$ cat src/sv/tqr_pkg.sv
`default_nettype none

package tqr_pkg;

  localparam int unsigned IV_W       = 16;
  localparam int unsigned DUR_W      = 9;
  localparam int unsigned QL_W       = 28;
  localparam int unsigned SUM_W      = 40;
  localparam int unsigned TEMPO_W    = 16;
  localparam int unsigned BPM_W      = 10;
  localparam int unsigned DIV_W      = 41;
  localparam int unsigned NB_W       = 6;
  localparam int unsigned CFG_IDX_W  = 2;
  localparam int unsigned CFG_DATA_W = 10;
  localparam int unsigned MS_PER_MIN = 60000;

  localparam logic [CFG_IDX_W-1:0] CFG_DOTTED = 2'd0;
  localparam logic [CFG_IDX_W-1:0] CFG_AUTO   = 2'd1;
  localparam logic [CFG_IDX_W-1:0] CFG_PRESET = 2'd2;

  localparam logic [DUR_W-1:0]   DUR_WHOLE   = 9'd480;
  localparam logic [DUR_W-1:0]   DUR_MIN     = 9'd15;
  localparam logic [2:0]         CLASS_LAST  = 3'd5;
  localparam logic [BPM_W-1:0]   BPM_RESET   = 10'd120;
  localparam logic [QL_W-1:0]    QL_MAX      = '1;
  localparam logic [TEMPO_W-1:0] TEMPO_MAX   = '1;

  typedef enum logic [3:0] {
    ST_IDLE,
    ST_SETUP,
    ST_PRESET,
    ST_CLASS,
    ST_SAMPLE_GO,
    ST_SAMPLE,
    ST_MEAN_GO,
    ST_MEAN,
    ST_TEMPO_GO,
    ST_TEMPO,
    ST_DONE
  } tqr_state_e;

  typedef struct packed {
    logic             start;
    logic [NB_W-1:0]  nbits;
    logic [DIV_W-1:0] dividend;
    logic [QL_W-1:0]  divisor;
  } tqr_div_req_t;

  typedef struct packed {
    logic             done;
    logic [DIV_W-1:0] quotient;
  } tqr_div_rsp_t;

  function automatic logic [QL_W-1:0] sat_ql(input logic [DIV_W-1:0] v);
    return (v > DIV_W'(QL_MAX)) ? QL_MAX : v[QL_W-1:0];
  endfunction

endpackage

`default_nettype wire

$ cat src/sv/tqr_if.sv
`default_nettype none

interface tqr_in_if;
  logic                      valid;
  logic                      ready;
  logic [tqr_pkg::IV_W-1:0]  interval_ms;
  logic                      first_of_take;

  modport source (output valid, output interval_ms, output first_of_take, input ready);
  modport sink   (input valid, input interval_ms, input first_of_take, output ready);
endinterface

interface tqr_out_if;
  logic                        valid;
  logic                        ready;
  logic [tqr_pkg::DUR_W-1:0]   duration_ticks;
  logic [tqr_pkg::QL_W-1:0]    quarter_estimate_q8;
  logic [tqr_pkg::TEMPO_W-1:0] tempo_bpm;

  modport source (output valid, output duration_ticks, output quarter_estimate_q8,
                  output tempo_bpm, input ready);
  modport sink   (input valid, input duration_ticks, input quarter_estimate_q8,
                  input tempo_bpm, output ready);
endinterface

`default_nettype wire

$ cat src/sv/tqr_div.sv
`default_nettype none

module tqr_div (
  input  wire                   clk_i,
  input  wire                   rst_ni,
  input  tqr_pkg::tqr_div_req_t req_i,
  output tqr_pkg::tqr_div_rsp_t rsp_o
);

  logic                         busy_q, busy_d;
  logic                         done_q, done_d;
  logic [tqr_pkg::NB_W-1:0]     cnt_q, cnt_d;
  logic [tqr_pkg::DIV_W-1:0]    dvd_q, dvd_d;
  logic [tqr_pkg::DIV_W-1:0]    quo_q, quo_d;
  logic [tqr_pkg::QL_W-1:0]     rem_q, rem_d;
  logic [tqr_pkg::QL_W-1:0]     dsr_q, dsr_d;
  logic [tqr_pkg::QL_W:0]       rem_sh;
  logic [tqr_pkg::QL_W:0]       diff;
  logic                         ge;

  always_comb begin
    rem_sh = {rem_q, dvd_q[tqr_pkg::DIV_W-1]};
    diff   = rem_sh - {1'b0, dsr_q};
    ge     = rem_sh >= {1'b0, dsr_q};
    busy_d = busy_q;
    done_d = 1'b0;
    cnt_d  = cnt_q;
    dvd_d  = dvd_q;
    quo_d  = quo_q;
    rem_d  = rem_q;
    dsr_d  = dsr_q;
    if (req_i.start) begin
      busy_d = 1'b1;
      cnt_d  = req_i.nbits;
      dvd_d  = req_i.dividend << (tqr_pkg::NB_W'(tqr_pkg::DIV_W) - req_i.nbits);
      quo_d  = '0;
      rem_d  = '0;
      dsr_d  = req_i.divisor;
    end else if (busy_q) begin
      rem_d = ge ? diff[tqr_pkg::QL_W-1:0] : rem_sh[tqr_pkg::QL_W-1:0];
      quo_d = {quo_q[tqr_pkg::DIV_W-2:0], ge};
      dvd_d = dvd_q << 1;
      cnt_d = cnt_q - 1'b1;
      if (cnt_q == tqr_pkg::NB_W'(1)) begin
        busy_d = 1'b0;
        done_d = 1'b1;
      end
    end
  end

  always_ff @(posedge clk_i or negedge rst_ni) begin
    if (!rst_ni) begin
      busy_q <= 1'b0;
      done_q <= 1'b0;
      cnt_q  <= '0;
    end else begin
      busy_q <= busy_d;
      done_q <= done_d;
      cnt_q  <= cnt_d;
    end
  end

  always_ff @(posedge clk_i) begin
    dvd_q <= dvd_d;
    quo_q <= quo_d;
    rem_q <= rem_d;
    dsr_q <= dsr_d;
  end

  assign rsp_o.done     = done_q;
  assign rsp_o.quotient = quo_q;

endmodule

`default_nettype wire

$ cat src/sv/tap_rhythm_quantizer.sv
// Tap rhythm quantizer: each accepted word carries a tap interval in ms and a flag that
// starts a new take; the block returns one word with the quantized duration in ticks
// (480 per whole note), the running quarter-note estimate in ms with FRAC_BITS fraction
// bits, and the tempo it implies. The user must write configuration only while the block
// is idle; the block itself does not enforce it. Work on a word is serial: up to four
// divisions on one shared restoring divider that yields one quotient bit per cycle (the
// preset quarter at the start of a take with auto mode off, before a threshold search of
// up to six steps, then sample, running mean and tempo). Input ready is low while a word
// is worked on. A finished result waits in the output register while the next word is
// accepted.
`default_nettype none

module tap_rhythm_quantizer #(
  parameter int unsigned MAX_TAPS  = 1024,
  parameter int unsigned FRAC_BITS = 8
) (
  input  wire                               clk_i,
  input  wire                               rst_ni,
  tqr_in_if.sink                            in_i,
  tqr_out_if.source                         out_o,
  input  wire                               cfg_we_i,
  input  wire  [tqr_pkg::CFG_IDX_W-1:0]     cfg_idx_i,
  input  wire  [tqr_pkg::CFG_DATA_W-1:0]    cfg_wdata_i
);

  localparam int unsigned CNT_W = $clog2(MAX_TAPS + 1);
  localparam int unsigned T_W   = tqr_pkg::IV_W + FRAC_BITS;
  localparam int unsigned CMP_W = (T_W + 6 > tqr_pkg::QL_W + 3) ? T_W + 6 : tqr_pkg::QL_W + 3;
  localparam int unsigned DW    = tqr_pkg::DIV_W;
  localparam logic [tqr_pkg::NB_W-1:0] NB_NUM    = tqr_pkg::NB_W'(T_W);
  localparam logic [tqr_pkg::NB_W-1:0] NB_SAMPLE = tqr_pkg::NB_W'(T_W + 7);
  localparam logic [tqr_pkg::NB_W-1:0] NB_MEAN   = tqr_pkg::NB_W'(DW);
  localparam logic [DW-1:0] TEMPO_NUM = DW'(tqr_pkg::MS_PER_MIN) << FRAC_BITS;
  localparam logic [CNT_W-1:0] CNT_MAX = CNT_W'(MAX_TAPS);

  tqr_pkg::tqr_state_e state_q, state_d;

  logic                          dotted_q, dotted_d;
  logic                          auto_q, auto_d;
  logic [tqr_pkg::BPM_W-1:0]     bpm_q, bpm_d;
  logic [tqr_pkg::QL_W-1:0]      ql_q, ql_d;
  logic [tqr_pkg::SUM_W-1:0]     sum_q, sum_d;
  logic [CNT_W-1:0]              cnt_q, cnt_d;
  logic                          ov_q, ov_d;

  logic [T_W-1:0]                t_q, t_d;
  logic                          first_q, first_d;
  logic [CMP_W-1:0]              ts_q, ts_d;
  logic [tqr_pkg::DUR_W-1:0]     trial_q, trial_d;
  logic [2:0]                    k_q, k_d;
  logic [tqr_pkg::DUR_W-1:0]     dur_q, dur_d;
  logic [tqr_pkg::TEMPO_W-1:0]   tempo_q, tempo_d;
  logic [tqr_pkg::DUR_W-1:0]     o_dur_q, o_dur_d;
  logic [tqr_pkg::QL_W-1:0]      o_ql_q, o_ql_d;
  logic [tqr_pkg::TEMPO_W-1:0]   o_tempo_q, o_tempo_d;

  tqr_pkg::tqr_div_req_t         div_req;
  tqr_pkg::tqr_div_rsp_t         div_rsp;

  logic [CMP_W-1:0]              ql_ext, ql5, ql6, ql7, plain_lim;
  logic                          hit_plain, hit_dot;
  logic [tqr_pkg::DUR_W+1:0]     trial3;
  logic [tqr_pkg::BPM_W-1:0]     bpm_eff;
  logic [tqr_pkg::QL_W-1:0]      q_sat;
  logic [tqr_pkg::SUM_W:0]       sum_add;
  logic [tqr_pkg::TEMPO_W-1:0]   tempo_sat;

  tqr_div u_tqr_div (
    .clk_i  (clk_i),
    .rst_ni (rst_ni),
    .req_i  (div_req),
    .rsp_o  (div_rsp)
  );

  always_comb begin
    ql_ext    = CMP_W'(ql_q);
    ql5       = (ql_ext << 2) + ql_ext;
    ql6       = (ql_ext << 2) + (ql_ext << 1);
    ql7       = (ql_ext << 3) - ql_ext;
    plain_lim = dotted_q ? ql7 : ql6;
    hit_plain = ts_q > plain_lim;
    hit_dot   = dotted_q && (ts_q > ql5);
    trial3    = {2'b00, trial_q} + {1'b0, trial_q, 1'b0};
    bpm_eff   = (bpm_q == '0) ? tqr_pkg::BPM_W'(1) : bpm_q;
    q_sat     = tqr_pkg::sat_ql(div_rsp.quotient);
    sum_add   = {1'b0, sum_q} + (tqr_pkg::SUM_W + 1)'(q_sat);
    tempo_sat = (div_rsp.quotient > DW'(tqr_pkg::TEMPO_MAX)) ?
                tqr_pkg::TEMPO_MAX : div_rsp.quotient[tqr_pkg::TEMPO_W-1:0];
  end

  always_comb begin
    dotted_d  = dotted_q;
    auto_d    = auto_q;
    bpm_d     = bpm_q;
    if (cfg_we_i) begin
      case (cfg_idx_i)
        tqr_pkg::CFG_DOTTED: dotted_d = cfg_wdata_i[0];
        tqr_pkg::CFG_AUTO:   auto_d   = cfg_wdata_i[0];
        tqr_pkg::CFG_PRESET: bpm_d    = cfg_wdata_i[tqr_pkg::BPM_W-1:0];
        default: ;
      endcase
    end
  end

  always_comb begin
    state_d   = state_q;
    ql_d      = ql_q;
    sum_d     = sum_q;
    cnt_d     = cnt_q;
    ov_d      = ov_q;
    t_d       = t_q;
    first_d   = first_q;
    ts_d      = ts_q;
    trial_d   = trial_q;
    k_d       = k_q;
    dur_d     = dur_q;
    tempo_d   = tempo_q;
    o_dur_d   = o_dur_q;
    o_ql_d    = o_ql_q;
    o_tempo_d = o_tempo_q;
    div_req   = '0;

    if (ov_q && out_o.ready) begin
      ov_d = 1'b0;
    end

    case (state_q)
      tqr_pkg::ST_IDLE: begin
        if (in_i.valid) begin
          t_d     = T_W'(in_i.interval_ms) << FRAC_BITS;
          first_d = in_i.first_of_take;
          state_d = tqr_pkg::ST_SETUP;
        end
      end
      tqr_pkg::ST_SETUP: begin
        ts_d    = CMP_W'(t_q) << 1;
        trial_d = tqr_pkg::DUR_WHOLE;
        k_d     = '0;
        state_d = tqr_pkg::ST_CLASS;
        if (first_q || cnt_q == '0) begin
          sum_d = '0;
          cnt_d = '0;
          if (auto_q) begin
            ql_d = tqr_pkg::sat_ql(DW'(t_q));
          end else begin
            div_req.start    = 1'b1;
            div_req.nbits    = NB_NUM;
            div_req.dividend = TEMPO_NUM + DW'(bpm_eff >> 1);
            div_req.divisor  = tqr_pkg::QL_W'(bpm_eff);
            state_d          = tqr_pkg::ST_PRESET;
          end
        end
      end
      tqr_pkg::ST_PRESET: begin
        if (div_rsp.done) begin
          ql_d    = q_sat;
          state_d = tqr_pkg::ST_CLASS;
        end
      end
      tqr_pkg::ST_CLASS: begin
        if (hit_plain || hit_dot || k_q == tqr_pkg::CLASS_LAST) begin
          if (hit_plain) begin
            dur_d = trial_q;
          end else if (hit_dot) begin
            dur_d = trial3[tqr_pkg::DUR_W+1:2];
          end else begin
            dur_d = tqr_pkg::DUR_MIN;
          end
          state_d = (cnt_q < CNT_MAX) ? tqr_pkg::ST_SAMPLE_GO : tqr_pkg::ST_TEMPO_GO;
        end else begin
          ts_d    = ts_q << 1;
          trial_d = trial_q >> 1;
          k_d     = k_q + 3'd1;
        end
      end
      tqr_pkg::ST_SAMPLE_GO: begin
        div_req.start    = 1'b1;
        div_req.nbits    = NB_SAMPLE;
        div_req.dividend = (DW'(t_q) << 7) - (DW'(t_q) << 3) + DW'(dur_q >> 1);
        div_req.divisor  = tqr_pkg::QL_W'(dur_q);
        state_d          = tqr_pkg::ST_SAMPLE;
      end
      tqr_pkg::ST_SAMPLE: begin
        if (div_rsp.done) begin
          sum_d   = sum_add[tqr_pkg::SUM_W] ? '1 : sum_add[tqr_pkg::SUM_W-1:0];
          cnt_d   = cnt_q + 1'b1;
          state_d = tqr_pkg::ST_MEAN_GO;
        end
      end
      tqr_pkg::ST_MEAN_GO: begin
        div_req.start    = 1'b1;
        div_req.nbits    = NB_MEAN;
        div_req.dividend = DW'(sum_q) + DW'(cnt_q >> 1);
        div_req.divisor  = tqr_pkg::QL_W'(cnt_q);
        state_d          = tqr_pkg::ST_MEAN;
      end
      tqr_pkg::ST_MEAN: begin
        if (div_rsp.done) begin
          ql_d    = q_sat;
          state_d = tqr_pkg::ST_TEMPO_GO;
        end
      end
      tqr_pkg::ST_TEMPO_GO: begin
        if (ql_q == '0) begin
          tempo_d = tqr_pkg::TEMPO_MAX;
          state_d = tqr_pkg::ST_DONE;
        end else begin
          div_req.start    = 1'b1;
          div_req.nbits    = NB_NUM;
          div_req.dividend = TEMPO_NUM;
          div_req.divisor  = ql_q;
          state_d          = tqr_pkg::ST_TEMPO;
        end
      end
      tqr_pkg::ST_TEMPO: begin
        if (div_rsp.done) begin
          tempo_d = tempo_sat;
          state_d = tqr_pkg::ST_DONE;
        end
      end
      tqr_pkg::ST_DONE: begin
        if (!ov_q || out_o.ready) begin
          ov_d      = 1'b1;
          o_dur_d   = dur_q;
          o_ql_d    = ql_q;
          o_tempo_d = tempo_q;
          state_d   = tqr_pkg::ST_IDLE;
        end
      end
      default: begin
        state_d = tqr_pkg::ST_IDLE;
      end
    endcase
  end

  always_ff @(posedge clk_i or negedge rst_ni) begin
    if (!rst_ni) begin
      state_q  <= tqr_pkg::ST_IDLE;
      dotted_q <= 1'b0;
      auto_q   <= 1'b1;
      bpm_q    <= tqr_pkg::BPM_RESET;
      ql_q     <= '0;
      sum_q    <= '0;
      cnt_q    <= '0;
      ov_q     <= 1'b0;
    end else begin
      state_q  <= state_d;
      dotted_q <= dotted_d;
      auto_q   <= auto_d;
      bpm_q    <= bpm_d;
      ql_q     <= ql_d;
      sum_q    <= sum_d;
      cnt_q    <= cnt_d;
      ov_q     <= ov_d;
    end
  end

  always_ff @(posedge clk_i) begin
    t_q       <= t_d;
    first_q   <= first_d;
    ts_q      <= ts_d;
    trial_q   <= trial_d;
    k_q       <= k_d;
    dur_q     <= dur_d;
    tempo_q   <= tempo_d;
    o_dur_q   <= o_dur_d;
    o_ql_q    <= o_ql_d;
    o_tempo_q <= o_tempo_d;
  end

  assign in_i.ready                = (state_q == tqr_pkg::ST_IDLE);
  assign out_o.valid               = ov_q;
  assign out_o.duration_ticks      = o_dur_q;
  assign out_o.quarter_estimate_q8 = o_ql_q;
  assign out_o.tempo_bpm           = o_tempo_q;

endmodule

`default_nettype wire

$ cat src/flat_wrapper.sv
// flat-port wrapper written by rule: the top's interface ports become plain ports
module tap_rhythm_quantizer_flat 
#(
  parameter int unsigned MAX_TAPS  = 1024,
  parameter int unsigned FRAC_BITS = 8
)
  (clk_i, rst_ni, cfg_we_i, cfg_idx_i, cfg_wdata_i, in_i_valid, in_i_interval_ms, in_i_first_of_take, in_i_ready, out_o_valid, out_o_duration_ticks, out_o_quarter_estimate_q8, out_o_tempo_bpm, out_o_ready);
  tqr_in_if in_i_i ();
  tqr_out_if out_o_i ();
  input  wire clk_i;
  input  wire rst_ni;
  input  wire cfg_we_i;
  input  wire  [tqr_pkg::CFG_IDX_W-1:0] cfg_idx_i;
  input  wire  [tqr_pkg::CFG_DATA_W-1:0] cfg_wdata_i;
  input wire logic [$bits(in_i_i.valid)-1:0] in_i_valid;
  input wire logic [$bits(in_i_i.interval_ms)-1:0] in_i_interval_ms;
  input wire logic [$bits(in_i_i.first_of_take)-1:0] in_i_first_of_take;
  output wire logic [$bits(in_i_i.ready)-1:0] in_i_ready;
  output wire logic [$bits(out_o_i.valid)-1:0] out_o_valid;
  output wire logic [$bits(out_o_i.duration_ticks)-1:0] out_o_duration_ticks;
  output wire logic [$bits(out_o_i.quarter_estimate_q8)-1:0] out_o_quarter_estimate_q8;
  output wire logic [$bits(out_o_i.tempo_bpm)-1:0] out_o_tempo_bpm;
  input wire logic [$bits(out_o_i.ready)-1:0] out_o_ready;
  assign in_i_i.valid = in_i_valid;
  assign in_i_i.interval_ms = in_i_interval_ms;
  assign in_i_i.first_of_take = in_i_first_of_take;
  assign in_i_ready = in_i_i.ready;
  assign out_o_valid = out_o_i.valid;
  assign out_o_duration_ticks = out_o_i.duration_ticks;
  assign out_o_quarter_estimate_q8 = out_o_i.quarter_estimate_q8;
  assign out_o_tempo_bpm = out_o_i.tempo_bpm;
  assign out_o_i.ready = out_o_ready;
  tap_rhythm_quantizer #(.MAX_TAPS(MAX_TAPS), .FRAC_BITS(FRAC_BITS)) u_core (.clk_i(clk_i), .rst_ni(rst_ni), .in_i(in_i_i), .out_o(out_o_i), .cfg_we_i(cfg_we_i), .cfg_idx_i(cfg_idx_i), .cfg_wdata_i(cfg_wdata_i));
endmodule
$ cat config.mk
export PLATFORM = sky130hd
export DESIGN_NAME = tap_rhythm_quantizer_flat
export DESIGN_NICKNAME = d
export VERILOG_FILES = /design/src/sv/tqr_pkg.sv /design/src/sv/tqr_if.sv /design/src/sv/tqr_div.sv /design/src/sv/tap_rhythm_quantizer.sv /design/src/flat_wrapper.sv
export SDC_FILE = /design/constraint.sdc
export NUM_CORES = 1
export LEC_CHECK = 0
export ABC_AREA = 1
export BUFFER_PORTS_ARGS = -buffer_cell sky130_fd_sc_hd__buf_4
export CORE_MARGIN = 2
export CORE_UTILIZATION = 52
export CTS_BUF_LIST = sky130_fd_sc_hd__clkbuf_4 sky130_fd_sc_hd__clkbuf_8
export DETAILED_ROUTE_END_ITERATION = 12
export GPL_TIMING_DRIVEN = 0
export PLACE_DENSITY = 0.69
export SYNTH_ARGS = -nofsm -noshare
export SYNTH_HDL_FRONTEND = slang
export SYNTH_SLANG_ARGS = --single-unit
$ cat constraint.sdc
create_clock -name clk_i -period 6.8 [get_ports clk_i]
set_input_delay 0.34 -clock clk_i [delete_from_list [all_inputs] [get_ports clk_i]]
set_output_delay 0.34 -clock clk_i [all_outputs]
set_load 0.03 [all_outputs]
Word level (Yosys, flattened, before mapping)
Cells that the tools add are included.

Output and inout port bits: 55. Input port bits: 34. Word-level logic and storage cells: 157. Register bits: 380.

Magnitude comparators: 6. Reductions and logical operators: 29. Mux-type cells: 56. $add $sub $neg: 14. Shifts and indexed selects: 1. Eq/ne operators: 26.

Operator list (count): one-hot mux 76 bit (4 select lines) (1); two-way mux 76 bit (3); two-way mux 28 bit (5); two-way mux 40 bit (3); two-way mux 41 bit (2); one-hot mux 40 bit (2 select lines) (1); > comparator 31 bit (2); two-way mux 31 bit (2); one-hot mux 31 bit (2 select lines) (1); one-hot mux 28 bit (2 select lines) (1); two-way mux 16 bit (3); one-hot mux 4 bit (11 select lines) (1); adder 40 x 10 -> 41 bit (1); adder 40 x 28 -> 41 bit (1); adder 41 x 8 -> 41 bit (1); > comparator 41 x 16 -> 1 bit, second input constant (1); > comparator 41 x 28 -> 1 bit, second input constant (1); << shifter 41 x 6 -> 41 bit (1); two-way mux 4 bit (9); one-hot mux 16 bit (2 select lines) (1); subtractor 31 x 27 -> 32 bit (1); adder 30 x 28 -> 31 bit (1); adder 30 x 29 -> 31 bit (1); subtractor 31 x 28 -> 31 bit (1); other kinds (43) (87).

Depth between registers and ports, before layout
Depth after elaboration: 9. Gate-level depth with buffers: 30.

Hierarchy
Synthesis repeated with hierarchy kept, for this count alone.

Cell total of the unflattened synthesis: 4067. Area, all modules: 29512.1 um^2.

By module, submodules not included: tap_rhythm_quantizer (sequential area each 6282.3 um^2, times used 1, area each 19665.1 um^2, cells each 2616); tqr_div (sequential area each 3653.5 um^2, times used 1, area each 9846.9 um^2, cells each 1451).

Worst setup path before layout
No wires, ideal clock.

Kind: register -> register. Start: register u_core.ql_q[2] (netlist bit). End: register u_core.k_q[0], enable pin. Path buffers: 0. Cell stages (with the launch flop): 22. Library setup time: 392 ps. Arrival time: 4413 ps. Setup slack: 1995 ps. Path through: dfrtp_1 -> ha_1 -> fa_1 -> nand3_1 -> nand2_1 -> a21oi_1 -> o21ai_1 -> a21oi_1 -> o21ai_2 -> a21boi_0 -> nor2_1 -> nor2_1 -> xor2_1 -> ha_1 -> nand2_1 -> nor4_1 -> nand4_1 -> nor2_1 -> a31oi_1 -> nand2_1 -> nand4_2 -> nand2_1.

Cells in the longest elaborated chain, start to end: 7.

Ends and longest elaborated chain: start: declaration (RTL line tap_rhythm_quantizer.sv:41) `logic [tqr_pkg::QL_W-1:0] ql_q, ql_d;`; start signal: assignment (RTL line tap_rhythm_quantizer.sv:251) `ql_q <= ql_d;`; subtractor 31 x 28 -> 31 bit, or another cell as far along (RTL line tap_rhythm_quantizer.sv:79) `ql7 = (ql_ext << 3) - ql_ext;`; two-way mux 31 bit or > comparator 31 bit (tied branches) (RTL line tap_rhythm_quantizer.sv:80, tap_rhythm_quantizer.sv:82); > comparator 31 bit or logical AND 1 bit (tied branches) (RTL line tap_rhythm_quantizer.sv:81, tap_rhythm_quantizer.sv:82); logical OR 1 bit * (2 in series) (RTL line tap_rhythm_quantizer.sv:161) `if (hit_plain || hit_dot || k_q == tqr_pkg::CLASS_LAST) begin`; != test 2 bit (no source line) *; AND reduction 2 bit (no source line) *; end signal: assignment (RTL line tap_rhythm_quantizer.sv:263) `k_q <= k_d;`; end: declaration (RTL line tap_rhythm_quantizer.sv:50) `logic [2:0] k_q, k_d;`.

Mark *: on every way between the ends. The rest lies on a longest branch, timed or not. A chain may end at the register's enable or synchronous reset.

Worst setup path in the final report
Start: register u_core.ql_q[2] (netlist bit). End: register u_core.ts_q[26], enable pin.

Cells in the longest elaborated chain, start to end: 7.

Ends and longest elaborated chain: subtractor 31 x 28 -> 31 bit, or another cell as far along (RTL line tap_rhythm_quantizer.sv:79); two-way mux 31 bit or > comparator 31 bit (tied branches) (RTL line tap_rhythm_quantizer.sv:80, tap_rhythm_quantizer.sv:82); > comparator 31 bit or logical AND 1 bit (tied branches) (RTL line tap_rhythm_quantizer.sv:81, tap_rhythm_quantizer.sv:82); logical OR 1 bit * (2 in series) (RTL line tap_rhythm_quantizer.sv:161); != test 2 bit (no source line) *; AND reduction 2 bit (no source line) *; end signal: assignment (RTL line tap_rhythm_quantizer.sv:261) `ts_q <= ts_d;`; end: declaration (RTL line tap_rhythm_quantizer.sv:48) `logic [CMP_W-1:0] ts_q, ts_d;`.

Marks and branches as above.

==> impl_results.md <==
* Gate power share at 3.3%
* Crit-path max FO at 22
* DRC Markers at 0
* Initial Util at 52.7%
* Final std cell area, no fill at 31300 sq um
* Top FF cell, synth: edfxtp_1
* DR iter-0 viols at roughly 2700
* GRT Total Usage at 33.4%
* Via count at 26600
* Worst-Margin Slew at 912 ps
* Most frequent cells in the layout: nand2_1 (859), inv_1 (444), a21oi_1 (299), nor2_1 (294), o21ai_0 (258)
* CTS tree: done
* Mapped Avg Cell Area at 7.58 sq um
* Die ar. at 55300 sq um
* Sequential Power Share at between 40% and 50%
* Ys async rst share at about 28%
* Layout cells sized above 1 at about a tenth
* Pwr/cell area at 159 nW/um^2
* Reg2reg path depth at 25
* Vias/cell at 5.77
* Final Wtd Congestion at 1.01
* Warning count from the yosys run at 0
* Switching Share at 23.1%
* Critical Path AT at 6410 ps
* Worst-Skew Late Latency at roughly 700 ps
* Clock Tree Root: clkbuf_8
* First-pass GRT wire length at 144000 um
* Worst r2r src: u_core.ql_q[2]$_DFFE_PN0P_
* Post-synth EDFFs at 198
* CTS Buf Count at 69
* Rel. slew slack at 39.0%
* Synth unique cells at 73
* WS Path Type: flip-flop to flip-flop
* Buffers on Ports at 88
* Most common cell after layout, fill and taps aside: nand2_1
* CP Capture Type: flip-flop
* Clock Pin Slew Worst Setup and Hold Paths at around 60 ps
* Sum of negative setup slack at 0 ps
* Remaining antenna violation count at 0
* CP startpoint kind: flip-flop
* First drt pass iteration count at 8
* Worst r2r dst: u_core.ts_q[26]$_SDFFCE_PN0P_
* Int Pwr at 0.00382 W
* Std-Cell Rows at 84
* Highest Clock Rate at 165 MHz
* Vias in the first global route at 25200
* Die Width at roughly 240 um
* CP required at 7150 ps
* Worst IR Drop VDD at 0.000156 V
* Post-CTS Resized at 0
* H-tree Lvls at 3
* Routed wire length at 93400 um
* Fin nets at approximately 4100
* Syn-to-layout area delta at 12.5%
* Static leakage at 14.7 nW
* Total gr overflow at 0
* Cell Area, Synth at 27800 sq um
* Worst R2R Setup Slack at 740 ps
* Largest net degree at the start of global routing at about 90
* Clock sink total at 371
* Syn nets at 3937
* Hold Fails Final Rpt at 0
* Initial antenna violation count at 5
* WL/cell at 20.3 um
* Slew Limit Fails at 0
* MaxCap Viol Count at 0
* Seq cells post-synth at around 370
* Final Skew at 38.7 ps
* Core area at about 53000 sq um
* Post-Syn Instances at 3664
* Setup Buffers After CTS at 0
* RSZ-0062 raised after global routing: no
* Sequential share of the synthesized area at 35.8%
* Clock period minus final worst setup slack at just over 6000 ps
* Area post-placement at 29400 sq um
* Worst hold path class: input port to asynchronous set/reset pin
* Detail Placement HPWL at 74000 um
* Chip Height at roughly 240 um
* Fin crit share at 89.2%
* Clock power frac at 48.8%
* Finish-stage setup viols at 0
* Outcome: completed
* Io pins at slightly below 90
* Max Root-Sink Buffers at 3
* P_sw at 0.00115 W
[sequential cells by signal, summed over array words and instances (netlist names), 3 cells and up]
name                              flops
u_core.u_tqr_div.rem_q               28
u_core.t_q                           16
u_core.tempo_q                       16
u_core.bpm_q                         10
u_core.state_q                        4
u_core.u_tqr_div.dvd_q               41
u_core.out_o.duration_ticks           9
u_core.out_o.quarter_estimate_q8     28
u_core.trial_q                        9
u_core.k_q                            3
u_core.sum_q                         40
u_core.u_tqr_div.cnt_q                6
u_core.dur_q                          9
u_core.ql_q                          28
u_core.cnt_q                         11
u_core.ts_q                          22
u_core.u_tqr_div.quo_q               41
u_core.u_tqr_div.dsr_q               28
u_core.out_o.tempo_bpm               16
[cells in the mapped netlist (4+ instances only)]
master | instances | share of area, %
buf_2 | 28 | 0.50
clkinv_1 | 5 | 0.068
o221ai_1 | 13 | 0.41
nor3_1 | 52 | 0.94
a21boi_0 | 5 | 0.14
inv_2 | 19 | 0.26
xnor2_1 | 39 | 1.2
nand3b_1 | 8 | 0.22
clkbuf_1 | 38 | 0.51
buf_6 | 4 | 0.16
nor2_1 | 297 | 4.0
o22ai_2 | 39 | 1.8
ha_1 | 233 | 10
edfxtp_1 | 198 | 21
o31ai_1 | 7 | 0.19
nand4_1 | 56 | 1.3
nand2_2 | 4 | 0.090
o211ai_1 | 38 | 1.0
xor2_1 | 53 | 1.7
dfstp_2 | 5 | 0.47
o21ai_1 | 21 | 0.38
o21a_1 | 17 | 0.46
o21bai_1 | 11 | 0.30
nor2_4 | 8 | 0.32
o22ai_1 | 30 | 0.68
a21boi_1 | 5 | 0.14
mux2_2 | 7 | 0.28
buf_4 | 5 | 0.14
a21o_1 | 22 | 0.59
o21ai_0 | 258 | 4.6
a21oi_1 | 299 | 5.4
dfrtp_1 | 99 | 8.9
nand2_1 | 860 | 12
a31oi_1 | 26 | 0.59
or2_2 | 10 | 0.23
a22oi_1 | 7 | 0.19
dfxtp_1 | 69 | 5.0
inv_1 | 444 | 6.0
nand3_2 | 5 | 0.18
nor4_1 | 22 | 0.50
buf_1 | 9 | 0.12
nand3_1 | 231 | 4.2
a211oi_1 | 5 | 0.14
fa_1 | 6 | 0.43
o21ai_2 | 5 | 0.16
[how the worst max path moves through the flow]
stage | cells after the start | slack (ps) | from | to
finish | 25 | 740 | u_core.ql_q[2]$_DFFE_PN0P_ | u_core.ts_q[26]$_SDFFCE_PN0P_
global route | 25 | 240 | u_core.ql_q[2]$_DFFE_PN0P_ | u_core.ts_q[26]$_SDFFCE_PN0P_
CTS | 27 | 880 | u_core.ql_q[2]$_DFFE_PN0P_ | u_core.ts_q[26]$_SDFFCE_PN0P_
detailed placement | 27 | 930 | u_core.ql_q[2]$_DFFE_PN0P_ | u_core.ts_q[28]$_SDFFCE_PN0P_
global placement | 26 | 30 | u_core.ql_q[2]$_DFFE_PN0P_ | u_core.ts_q[27]$_SDFFCE_PN0P_
floorplan | 21 | 2000 | u_core.ql_q[2]$_DFFE_PN0P_ | u_core.k_q[0]$_SDFFCE_PN0P_
[routing by layer]
metal  wire length (um)  global-route usage [%]
met1              40200                    44.6
met2              41900                    53.6
met4               3580                    13.0
met3               7700                    6.40
met5                 23                       0
[cell families (layout without fill, tap and decap cells)]
| group | after synthesis | after routing | share of synthesized area, % |
|---|---|---|---|
| and+or+nand+nor | 1575 | 1575 | 24.4 |
| AOI/OAI and AO/OA | 826 | 826 | 17.9 |
| buffers and inverters | 553 | 802 | 7.78 |
| DFF | 371 | 371 | 35.8 |
| adders and majority gates | 239 | 239 | 10.9 |
| xor gates and xnor gates | 93 | 93 | 3.00 |
| muxes | 7 | 7 | 0.284 |
| other | 0 | 6 | 0 |
[power by group through the flow]
stage | clock, W | combinational, W | sequential [W]
after floorplan | 0 | 0.0000841 | 0.00242
after global placement | 0 | 0.000145 | 0.00242
after detailed placement | 0 | 0.000150 | 0.00242
after CTS | 0.00246 | 0.000164 | 0.00238
after global routing | 0.00257 | 0.000185 | 0.00238
final | 0.00243 | 0.000165 | 0.00238
[per-stage QoR]
stage,setup WS (ps),cells,hold slack [ps],utilization [%],total power [W]
detailed placement,930,4445,192,55.9,0.00257
global placement,34.2,4440,403,55.6,0.00257
CTS,881,4601,21.8,59.3,0.00501
floorplan,2000,3664,44.4,-,0.00250
global route,244,4603,56.2,59.3,0.00513
finish,737,4607,62.5,59.3,0.00497
[worst max-delay path, stage by stage (launching register included)]
cell and delay, ps:
dfrtp_1 640, inv_2 210, ha_1 440, a21oi_1 100
o21a_1 190, nand2_1 90, a21boi_0 120, o21ai_0 460
a21oi_1 190, o21ai_0 380, nand2_1 180, nand2_1 90
nand2_1 50, nand3_1 90, nand2_1 70, ha_1 200
a21oi_1 120, nor2_1 50, a211oi_1 210, o21ai_0 120
a31oi_1 370, nand2_1 120, nand2_2 210, nand4_2 270
nand2_2 480, buf_12 250
[area by class of cell]
cell class / count / area, sq um
diodes: 6 / 15.0
plain buffers: 84 / 400
clock buffers: 102 / 1260
clock inverters: 26 / 277
fillers: 4998 / 21400
inverters: 469 / 1760
multi-input cells: 2740 / 15700
flip-flops and latches: 371 / 9940
well taps: 688 / 861
repair buffers: 121 / 1040
[timing repair]
action                                 4_1_cts  5_1_grt
endpoints found under the hold margin      129        0
hold buffers                                28        0
setup endpoints to repair                    0        0
No activity file was read; power rests on OpenSTA's default activity.
